==> src/rht_pkg.sv <==
// Package for the RGB to HSV color threshold block.
// Holds payload and pipeline types, constants and the division step function.
// No dependencies.
package rht_pkg;

  localparam int CHAN_W   = 8;
  localparam int BOUND_W  = 9;
  localparam int QUO_W    = 9;   // quotient bits, one per division cell
  localparam int NUM_CELLS = QUO_W;
  localparam int PROD_W   = 14;  // 43 * 255 fits in 14 bits
  localparam int CFG_IDX_W = 3;

  localparam logic [5:0]         HUE_SCALE  = 6'd43;
  localparam logic [BOUND_W-1:0] HUE_OFS_G  = BOUND_W'(256 / 3);
  localparam logic [BOUND_W-1:0] HUE_OFS_B  = BOUND_W'(2 * 256 / 3);
  localparam logic [BOUND_W-1:0] HUE_WRAP   = BOUND_W'(256);

  // Configuration register indexes
  typedef enum logic [CFG_IDX_W-1:0] {
    REG_HUE_LOW  = 3'd0,
    REG_HUE_HIGH = 3'd1,
    REG_SAT_LOW  = 3'd2,
    REG_SAT_HIGH = 3'd3,
    REG_VAL_LOW  = 3'd4,
    REG_VAL_HIGH = 3'd5
  } reg_idx_t;

  localparam logic [BOUND_W-1:0] HUE_LOW_RST  = 9'd0;
  localparam logic [BOUND_W-1:0] HUE_HIGH_RST = 9'd256;
  localparam logic [BOUND_W-1:0] SAT_LOW_RST  = 9'd0;
  localparam logic [BOUND_W-1:0] SAT_HIGH_RST = 9'd257;
  localparam logic [BOUND_W-1:0] VAL_LOW_RST  = 9'd0;
  localparam logic [BOUND_W-1:0] VAL_HIGH_RST = 9'd256;

  // Which channel is largest
  typedef enum logic [1:0] {
    SEC_RED   = 2'd0,
    SEC_GREEN = 2'd1,
    SEC_BLUE  = 2'd2
  } sector_t;

  typedef struct packed {
    logic [CHAN_W-1:0] red;
    logic [CHAN_W-1:0] green;
    logic [CHAN_W-1:0] blue;
  } pix_t;

  typedef struct packed {
    logic               match;
    logic [CHAN_W-1:0]  hue;
    logic [BOUND_W-1:0] saturation;
    logic [CHAN_W-1:0]  brightness;
  } res_t;

  // One restoring-division lane: remainder, dividend bits still to shift in,
  // quotient bits produced so far
  typedef struct packed {
    logic [CHAN_W-1:0] rem;
    logic [QUO_W-1:0]  dvd;
    logic [QUO_W-1:0]  quo;
  } lane_t;

  // Data carried down the cell chain
  typedef struct packed {
    sector_t           sector;
    logic              neg;      // hue difference was negative
    logic [CHAN_W-1:0] top;      // largest channel, saturation divisor
    logic [CHAN_W-1:0] chroma;   // hue divisor
    lane_t             hue_ln;
    lane_t             sat_ln;
  } cell_t;

  typedef struct packed {
    logic [BOUND_W-1:0] hue_low;
    logic [BOUND_W-1:0] hue_high;
    logic [BOUND_W-1:0] sat_low;
    logic [BOUND_W-1:0] sat_high;
    logic [BOUND_W-1:0] val_low;
    logic [BOUND_W-1:0] val_high;
  } cfg_t;

  // One quotient bit: shift in the next dividend bit, subtract if it fits.
  // Relies on rem < divisor on entry.
  function automatic lane_t div_step(lane_t ln, logic [CHAN_W-1:0] divisor);
    logic [CHAN_W:0] trial;
    logic [CHAN_W:0] diff;
    lane_t           res;
    trial = {ln.rem, ln.dvd[QUO_W-1]};
    diff  = trial - {1'b0, divisor};
    res.dvd = {ln.dvd[QUO_W-2:0], 1'b0};
    if (trial >= {1'b0, divisor}) begin
      res.rem = diff[CHAN_W-1:0];
      res.quo = {ln.quo[QUO_W-2:0], 1'b1};
    end else begin
      res.rem = trial[CHAN_W-1:0];
      res.quo = {ln.quo[QUO_W-2:0], 1'b0};
    end
    return res;
  endfunction

endpackage

==> src/rht_front.sv <==
// Front stage: max/min, sector choice, chroma and scaled hue difference.
// Loads the first division lane state. Depends on rht_pkg.
module rht_front (
  input  logic          clk,
  input  logic          rst_n,
  input  logic          up_valid,
  output logic          up_ready,
  input  rht_pkg::pix_t up_data,
  output logic          dn_valid,
  input  logic          dn_ready,
  output rht_pkg::cell_t dn_data
);
  import rht_pkg::*;

  logic              valid_r;
  cell_t             data_r;
  cell_t             data_nxt;
  logic [CHAN_W-1:0] r, g, b;
  logic [CHAN_W-1:0] mn;
  logic [CHAN_W-1:0] pos_a, pos_b;   // difference taken as pos_a - pos_b
  logic [CHAN_W-1:0] mag;
  logic [PROD_W-1:0] prod;

  assign r = up_data.red;
  assign g = up_data.green;
  assign b = up_data.blue;

  // Sector, difference operands and smallest channel
  always_comb begin
    mn = r;
    if (g < mn) mn = g;
    if (b < mn) mn = b;
    data_nxt = '0;
    if (r > b && r > g) begin
      data_nxt.sector = SEC_RED;
      data_nxt.top    = r;
      pos_a = g;
      pos_b = b;
    end else if (g > b) begin
      data_nxt.sector = SEC_GREEN;
      data_nxt.top    = g;
      pos_a = b;
      pos_b = r;
    end else begin
      data_nxt.sector = SEC_BLUE;
      data_nxt.top    = b;
      pos_a = r;
      pos_b = g;
    end
    data_nxt.neg    = pos_b > pos_a;
    mag             = data_nxt.neg ? (pos_b - pos_a) : (pos_a - pos_b);
    prod            = PROD_W'(mag) * PROD_W'(HUE_SCALE);
    data_nxt.chroma = data_nxt.top - mn;
    // Hue quotient is below 2^9, so the top dividend bits start as remainder
    data_nxt.hue_ln.rem = CHAN_W'(prod[PROD_W-1:QUO_W]);
    data_nxt.hue_ln.dvd = prod[QUO_W-1:0];
    data_nxt.hue_ln.quo = '0;
    // Saturation dividend is chroma * 256
    data_nxt.sat_ln.rem = {1'b0, data_nxt.chroma[CHAN_W-1:1]};
    data_nxt.sat_ln.dvd = {data_nxt.chroma[0], {(QUO_W-1){1'b0}}};
    data_nxt.sat_ln.quo = '0;
  end

  assign up_ready = !valid_r || dn_ready;

  always_ff @(posedge clk) begin
    if (!rst_n) begin
      valid_r <= 1'b0;
    end else if (up_ready) begin
      valid_r <= up_valid;
    end
  end

  always_ff @(posedge clk) begin
    if (up_ready && up_valid) begin
      data_r <= data_nxt;
    end
  end

  assign dn_valid = valid_r;
  assign dn_data  = data_r;

endmodule

==> src/rht_div_cell.sv <==
// One division cell: produces one hue and one saturation quotient bit.
// Identical cells form the chain. Depends on rht_pkg.
module rht_div_cell (
  input  logic           clk,
  input  logic           rst_n,
  input  logic           up_valid,
  output logic           up_ready,
  input  rht_pkg::cell_t up_data,
  output logic           dn_valid,
  input  logic           dn_ready,
  output rht_pkg::cell_t dn_data
);
  import rht_pkg::*;

  logic  valid_r;
  cell_t data_r;
  cell_t data_nxt;

  // Both lanes step in parallel; side data passes along
  always_comb begin
    data_nxt        = up_data;
    data_nxt.hue_ln = div_step(up_data.hue_ln, up_data.chroma);
    data_nxt.sat_ln = div_step(up_data.sat_ln, up_data.top);
  end

  assign up_ready = !valid_r || dn_ready;

  always_ff @(posedge clk) begin
    if (!rst_n) begin
      valid_r <= 1'b0;
    end else if (up_ready) begin
      valid_r <= up_valid;
    end
  end

  always_ff @(posedge clk) begin
    if (up_ready && up_valid) begin
      data_r <= data_nxt;
    end
  end

  assign dn_valid = valid_r;
  assign dn_data  = data_r;

endmodule

==> src/rht_back.sv <==
// Back stage: hue offset and wrap, zero cases, window test, output register.
// Depends on rht_pkg.
module rht_back (
  input  logic           clk,
  input  logic           rst_n,
  input  logic           up_valid,
  output logic           up_ready,
  input  rht_pkg::cell_t up_data,
  input  rht_pkg::cfg_t  cfg,
  output logic           out_valid,
  input  logic           out_stall,
  output rht_pkg::res_t  out_data
);
  import rht_pkg::*;

  logic               valid_r;
  res_t               data_r;
  res_t               data_nxt;
  logic [BOUND_W-1:0] q;
  logic [BOUND_W-1:0] hue9;
  logic [BOUND_W-1:0] sat9;
  logic [BOUND_W-1:0] val9;

  // Hue from the truncated quotient magnitude and sector
  always_comb begin
    q = up_data.hue_ln.quo;
    if (up_data.chroma == '0) begin
      hue9 = '0;
    end else begin
      case (up_data.sector)
        SEC_RED:   hue9 = (up_data.neg && q != '0) ? (HUE_WRAP - q) : q;
        SEC_GREEN: hue9 = up_data.neg ? (HUE_OFS_G - q) : (HUE_OFS_G + q);
        default:   hue9 = up_data.neg ? (HUE_OFS_B - q) : (HUE_OFS_B + q);
      endcase
    end
    sat9 = (up_data.top == '0) ? '0 : up_data.sat_ln.quo;
    val9 = {1'b0, up_data.top};

    data_nxt.hue        = hue9[CHAN_W-1:0];
    data_nxt.saturation = sat9;
    data_nxt.brightness = up_data.top;
    data_nxt.match      = (hue9 > cfg.hue_low) && (hue9 < cfg.hue_high) &&
                          (sat9 > cfg.sat_low) && (sat9 < cfg.sat_high) &&
                          (val9 > cfg.val_low) && (val9 < cfg.val_high);
  end

  assign up_ready = !valid_r || !out_stall;

  always_ff @(posedge clk) begin
    if (!rst_n) begin
      valid_r <= 1'b0;
    end else if (up_ready) begin
      valid_r <= up_valid;
    end
  end

  always_ff @(posedge clk) begin
    if (up_ready && up_valid) begin
      data_r <= data_nxt;
    end
  end

  assign out_valid = valid_r;
  assign out_data  = data_r;

endmodule

==> src/rgb_hsv_color_threshold.sv <==
// Top level of the RGB to HSV color threshold block.
// Uses rht_pkg, rht_front, rht_div_cell and rht_back.
//
// Usage:
//   Input channel in_valid/in_stall/in_data carries one 8-bit RGB pixel per
//   transfer. Result channel out_valid/out_stall/out_data carries one result
//   per pixel: match bit, hue (0..255), saturation (0..256), brightness.
//   Results leave in pixel order.
//   From input transfer to out_valid, a pixel passes the front stage, which
//   loads at the transfer edge, then nine division cells (one quotient bit
//   each for hue and saturation) and the output register.
//   Throughput is one pixel per clock; every stage is a register with its
//   own valid, so a new pixel enters each cycle while the chain is moving.
//   When the receiver stalls, the output register holds its result and the
//   stall backs up stage by stage; empty stages keep filling, so in_stall
//   rises only once all stages hold pixels.
//   Configuration: cfg_we writes cfg_wdata to the bound register cfg_index
//   (hue, saturation, value lower/upper exclusive bounds); unknown indexes
//   are ignored. Write only while the block is empty.
//   Synchronous reset empties the pipeline and restores default bounds.
module rgb_hsv_color_threshold (
  input  logic                           clk,
  input  logic                           rst_n,
  input  logic                           in_valid,
  output logic                           in_stall,
  input  rht_pkg::pix_t                  in_data,
  output logic                           out_valid,
  input  logic                           out_stall,
  output rht_pkg::res_t                  out_data,
  input  logic                           cfg_we,
  input  logic [rht_pkg::CFG_IDX_W-1:0]  cfg_index,
  input  logic [rht_pkg::BOUND_W-1:0]    cfg_wdata
);
  import rht_pkg::*;

  cfg_t  cfg_r;
  cfg_t  cfg_nxt;

  logic  front_ready;
  logic  front_valid;
  cell_t front_data;

  logic  chain_valid [NUM_CELLS+1];
  logic  chain_ready [NUM_CELLS+1];
  cell_t chain_data  [NUM_CELLS+1];

  // Bound register write decode
  always_comb begin
    cfg_nxt = cfg_r;
    if (cfg_we) begin
      unique case (cfg_index)
        REG_HUE_LOW:  cfg_nxt.hue_low  = cfg_wdata;
        REG_HUE_HIGH: cfg_nxt.hue_high = cfg_wdata;
        REG_SAT_LOW:  cfg_nxt.sat_low  = cfg_wdata;
        REG_SAT_HIGH: cfg_nxt.sat_high = cfg_wdata;
        REG_VAL_LOW:  cfg_nxt.val_low  = cfg_wdata;
        REG_VAL_HIGH: cfg_nxt.val_high = cfg_wdata;
        default:      cfg_nxt = cfg_r;
      endcase
    end
  end

  always_ff @(posedge clk) begin
    if (!rst_n) begin
      cfg_r.hue_low  <= HUE_LOW_RST;
      cfg_r.hue_high <= HUE_HIGH_RST;
      cfg_r.sat_low  <= SAT_LOW_RST;
      cfg_r.sat_high <= SAT_HIGH_RST;
      cfg_r.val_low  <= VAL_LOW_RST;
      cfg_r.val_high <= VAL_HIGH_RST;
    end else begin
      cfg_r <= cfg_nxt;
    end
  end

  assign in_stall = !front_ready;

  rht_front u_front (
    .clk      (clk),
    .rst_n    (rst_n),
    .up_valid (in_valid),
    .up_ready (front_ready),
    .up_data  (in_data),
    .dn_valid (front_valid),
    .dn_ready (chain_ready[0]),
    .dn_data  (front_data)
  );

  assign chain_valid[0] = front_valid;
  assign chain_data[0]  = front_data;

  // Division cell chain
  for (genvar i = 0; i < NUM_CELLS; i++) begin : g_cell
    rht_div_cell u_cell (
      .clk      (clk),
      .rst_n    (rst_n),
      .up_valid (chain_valid[i]),
      .up_ready (chain_ready[i]),
      .up_data  (chain_data[i]),
      .dn_valid (chain_valid[i+1]),
      .dn_ready (chain_ready[i+1]),
      .dn_data  (chain_data[i+1])
    );
  end

  rht_back u_back (
    .clk       (clk),
    .rst_n     (rst_n),
    .up_valid  (chain_valid[NUM_CELLS]),
    .up_ready  (chain_ready[NUM_CELLS]),
    .up_data   (chain_data[NUM_CELLS]),
    .cfg       (cfg_r),
    .out_valid (out_valid),
    .out_stall (out_stall),
    .out_data  (out_data)
  );

endmodule

==> config.mk <==
export PLATFORM = sky130hd
export DESIGN_NAME = rgb_hsv_color_threshold
export DESIGN_NICKNAME = d
export VERILOG_FILES = /design/src/rht_pkg.sv /design/src/rht_front.sv /design/src/rht_div_cell.sv /design/src/rht_back.sv /design/src/rgb_hsv_color_threshold.sv
export SDC_FILE = /design/constraint.sdc
export NUM_CORES = 1
export LEC_CHECK = 0
export ABC_AREA = 1
export BUFFER_PORTS_ARGS = -buffer_cell sky130_fd_sc_hd__buf_4
export CORE_AREA = 3 3 275 277
export CTS_CLUSTER_DIAMETER = 60
export CTS_CLUSTER_SIZE = 16
export DETAILED_ROUTE_END_ITERATION = 7
export DIE_AREA = 0 0 278 280
export PLACE_DENSITY_LB_ADDON = 0.15
export REMOVE_ABC_BUFFERS = 1
export SETUP_SLACK_MARGIN = 0.05
export SLEW_MARGIN = 15
export SYNTH_ARGS = -nofsm -noshare
export SYNTH_HDL_FRONTEND = slang
export SYNTH_HIERARCHICAL = 1
export SYNTH_SLANG_ARGS = --single-unit
export TNS_END_PERCENT = 10
==> constraint.sdc <==
create_clock -name clk -period 8.72 [get_ports clk]
set_input_delay 0.872 -clock clk [delete_from_list [all_inputs] [get_ports clk]]
set_output_delay 0.872 -clock clk [all_outputs]
set_load 0.01 [all_outputs]
== After elaboration in Yosys (flattened, before gate mapping) ==
Cells that the tools add are included.
Word-level totals
  flip-flop bits (word level): 557
  latch bits: 0
  memory bits (writable): 0
  memory bits (read-only): 0
  input bits: 41
  output and inout bits: 28
  logic and storage cells: 279
  memories: 0
Cells by class
  add/sub/neg operators: 24
  multiply operators: 1
  divide/modulo/power cells: 0
  magnitude comparators: 30
  equality and inequality tests: 6
  shifts and indexed selects: 0
  multiplexer cells: 50
  bitwise logic cells: 0
  reduce and logical (&&, ||, !) cells: 53
Operators by type and width (count)
  $mux 8: 24
  $ge 9x8->1: 16
  $sub 8x8->8: 18
  $mux 9: 5
  $gt 8x8->1: 4
  $gt 9x9->1: 2
  $logic_and 1x1->1: 18
  $lt 9x9->1: 2
  $mux 1: 18
  $pmux 9 s2: 1
  $logic_not 8->1: 2
  $lt 8x8->1: 2
  $mul 8x6->14 const B: 1
  $logic_not 1->1: 13
  $reduce_and 2->1: 6
  $logic_or 1x1->1: 11
  $add 7x9->9 const A: 1
  $add 8x9->9 const A: 1
  $gt 8x9->1: 1
  $lt 8x9->1: 1
  $reduce_bool 9->1: 1
  $sub 7x9->9 const A: 1
  $sub 8x9->9 const A: 1
  $sub 9x9->9 const A: 1
  11 further kinds: 13

== Logic depth before layout (Yosys ltp) ==
  depth in word-level cells: 13
  mapped depth: 47

== By module ==
The synthesis kept the hierarchy.
By module, submodules not included
  rht_div_cell at g_cell[0].u_cell ...: times used 6, cells an instance 294, area each 3291.9 µm², sequential area each 2092.0 µm²
  rht_div_cell at g_cell[4].u_cell ...: times used 2, cells an instance 295, area each 3443.3 µm², sequential area each 2092.0 µm²
  rht_front: times used 1, cells an instance 564, area each 4704.5 µm², sequential area each 1011.0 µm²
  rht_div_cell at g_cell[3].u_cell: times used 1, cells an instance 297, area each 3301.9 µm², sequential area each 2092.0 µm²
  rht_back: times used 1, cells an instance 477, area each 3299.4 µm², sequential area each 800.8 µm²
  rgb_hsv_color_threshold: times used 1, cells an instance 312, area each 2162.1 µm², sequential area each 1081.0 µm²

== Worst setup path after synthesis ==
No wires, ideal clock.
  path kind: input port to flip-flop
  start point: input in_data[13] (netlist name)
  end point: register u_front.data_r, in the netlist u_front/dn_data[48] (data pin)
  library setup time: 0.258 ns
  arrival: 6.582 ns
  required time: 8.462 ns
  setup slack: 1.881 ns
  cell stages on the path: 43
  buffers on the path: 2
  path through: inv_1 > ha_1 > a21oi_1 > nor2_1 > nor2_1 > nand2_1 > nand2_2 > inv_2 > nand2_1 > buf_4 > nand2_1 > buf_4 > o221ai_2 > inv_1 > ha_1 > fa_1 > o21ai_2 > nand2_1 > (+7 left out) > ha_1 > inv_1 > fa_1 > fa_1 > inv_1 > ha_1 > nand2_1 > o21ai_1 > nand2_1 > nand2_1 > nand2_1 > nand2_1 > a21oi_1 > o21ai_1 > nand2_1 > nand2_1 > a21oi_1 > xnor2_1
RTL lines
  from (decl): line rgb_hsv_color_threshold.sv:26  | input rht_pkg::pix_t in_data,
  to (signal assigned): line rht_front.sv:76  | data_r <= data_nxt;
  to (decl): line rht_front.sv:16  | cell_t data_r;

==> reports/summary.txt <==
Die H: 280 µm
Internal: 6.24 mW
Run status: complete, no violations
Post-route standard cell area excluding fillers: 37600 µm²
Maximum clock insertion buffer count: 3
Area Growth Syn to Fin: 9.30%
Number of DRC violations after detailed-routing iteration 0: 1387
PostCTS Resize Cnt: 0
Placer congestion estimate: 0.874
Via Count: 23300
Peak clock frequency supported by timing: 0.129 GHz
Cell type with the highest occurrence count on the critical path: sky130_fd_sc_hd__nand2_1
Clock tree from TritonCTS: yes
Post-DP HPWL: 51800 µm
Max-slew headroom: 39.5%
Mean area per synthesized cell: 9.36 µm²
Fraction of final layout cells sized beyond drive strength 1: 10.6%
Fill cell total of the finished layout: 6799
First-pass GRT wire length: 113000 µm
Sequential group share of total power: 36.9%
Critical path's largest stage delay: 0.61 ns
Global-route congestion overflow total: 0
Die Width: 278 µm
Total Power: 9.66 mW
Commonest non-fill, non-tap cell in the layout: sky130_fd_sc_hd__nand2_1
Worst Path Class, Setup: input port to flip-flop
Initial standard-cell utilization of the core: 47.1%
RSZ-0062 raised after global routing: false
Die footprint: 77800 µm²
Synthesized instance count: 3679
Slowest CP cell: sky130_fd_sc_hd__nand2_1
Placed insts: 4659
Deepest level of the CTS H-tree: 2
Detailed-routing iteration count for the pre-antenna-repair pass: 5
FP Rows: 99
Leakage: 17.1 nW
Clock tree root buffer cell: sky130_fd_sc_hd__clkbuf_16
Count of input and output buffers: 68
Post-detailed-routing wire length: 67100 µm
Yosys warns: 6
Combinational group share of total power: 38.5%
Via/cell ratio: 4.91
Std-Cell Core Area: 73100 µm²
Sum Neg Setup Slack: 0 ns
Buffers inserted during post-CTS setup optimization: 0
Arrival time reported for the critical path endpoint: 8.08 ns
Endpoints failing hold: 0
Largest fanout on the critical path: 18
Peak supply drop: 730 µV
Remaining antenna violation count: 0
Max-slew violation count: 0
Final period utilization: 88.6%
Power spent charging and discharging nets: 3.42 mW
Sort of element at the start of the critical path: input port
Net total in the final layout: 4111
Layout Cells excl Fill: 4757
Netlist Area Pre-Place: 34400 µm²
Actual transition at the worst max-transition pin: 0.902 ns
Clk network pwr share: 24.6%
Maximum number of pins on one net before global-route repair: 66
CTS Hold Buffers Added: 0
Worst hold path class: flip-flop to flip-flop
Final critical delay including setup and external delays: 7.73 ns
Clock skew after layout: 0.0318 ns
Boundary pin count: 69
Number of max-capacitance violations reported: 0
Clk Latency, worst-skew pair: 0.62 ns
Pwr per Cell Area: 257 nW/µm²
Clock net sink count: 585
Sw Share: 35.4%
Vias in the first global route: 22700
Routed wire length per instance: 14.1 µm
Final setup violation count: 0
Antenna violations before repair: 1
GRT Overall Usage: 17.6%
Remaining design rule violation count: 0
Worst-path clk slew: 0.07 ns
Data required time of the critical path: 9.07 ns
Commonest cells after routing, fill and taps aside: sky130_fd_sc_hd__nand2_1, sky130_fd_sc_hd__inv_1, sky130_fd_sc_hd__edfxtp_1
Antenna diode count: 0
Number of CTS-inserted buffers: 54
Area after DPL: 35900 µm²
Capturing element type of the critical path: flip-flop
[worst paths after layout]
kind / start / slack [ns] / endpoint / depth (start not counted)
setup / recovery: in_data[13] / 0.99 / u_front/dn_data[48] / 41
hold / removal: g_cell[2].u_cell/dn_data[16] / 0.40 / g_cell[3].u_cell/dn_data[17] / 0
setup reg to reg: g_cell[8].u_cell/dn_data[27] / 4.68 / u_back/out_data[25] / 18
hold reg to reg: g_cell[2].u_cell/dn_data[16] / 0.40 / g_cell[3].u_cell/dn_data[17] / 0
[per-stage QoR]
step	hold WS, ns	utilization (%)	setup slack, ns
4_1_cts	0.399	51.5	1.02
3_3_place_gp	0.400	49.1	0.469
2_1_floorplan	0.400	-	1.37
6_report	0.398	51.5	0.994
3_5_place_dp	0.405	49.1	0.377
5_1_grt	0.403	51.5	0.240
[metal layers]
metal | part of all wire, % | track usage, %
met1 | 47 | 23.7
met2 | 47 | 30.0
met3 | 3.7 | 2.53
met4 | 2.4 | 4.62
met5 | 0.019 | 0
[power groups by stage]
stage          Sequential [mW]  Clock (mW)  Combinational, mW
4_1_cts                   3.58        2.46               3.78
5_1_grt                   3.59        2.57               4.37
2_1_floorplan             3.57           0               2.98
6_report                  3.57        2.37               3.72
3_3_place_gp              3.64           0               3.74
3_5_place_dp              3.64           0               3.76
[sequential cells by signal, indices dropped and copies added, names as in the netlist]
name,flops
g_cell.u_cell/dn_valid,9
u_front/dn_data,33
g_cell.u_cell/dn_data,461
u_back/out_data,26
u_back/out_valid,1
u_front/dn_valid,1
cfg_r,54
[area by class of cell]
cell class | instances | area (µm²) | share of cell area [%]
clock buffer | 72 | 1480 | 3.92
multi-input combinational | 2372 | 14600 | 38.8
tap | 959 | 1200 | 3.19
sequential | 585 | 16900 | 44.9
timing repair buffer | 84 | 631 | 1.68
clock inverter | 26 | 313 | 0.831
inverter | 659 | 2480 | 6.60
[worst max-delay path: cells and delay by family]
family | cells | cell delay [ns]
adders and majority gates | 6 | 2.34
and+or+nand+nor | 17 | 2.18
AOI/OAI and AO/OA | 9 | 1.66
buffers and inverters | 7 | 0.66
xor gates and xnor gates | 2 | 0.32
Power figures use the tool's default switching activity.
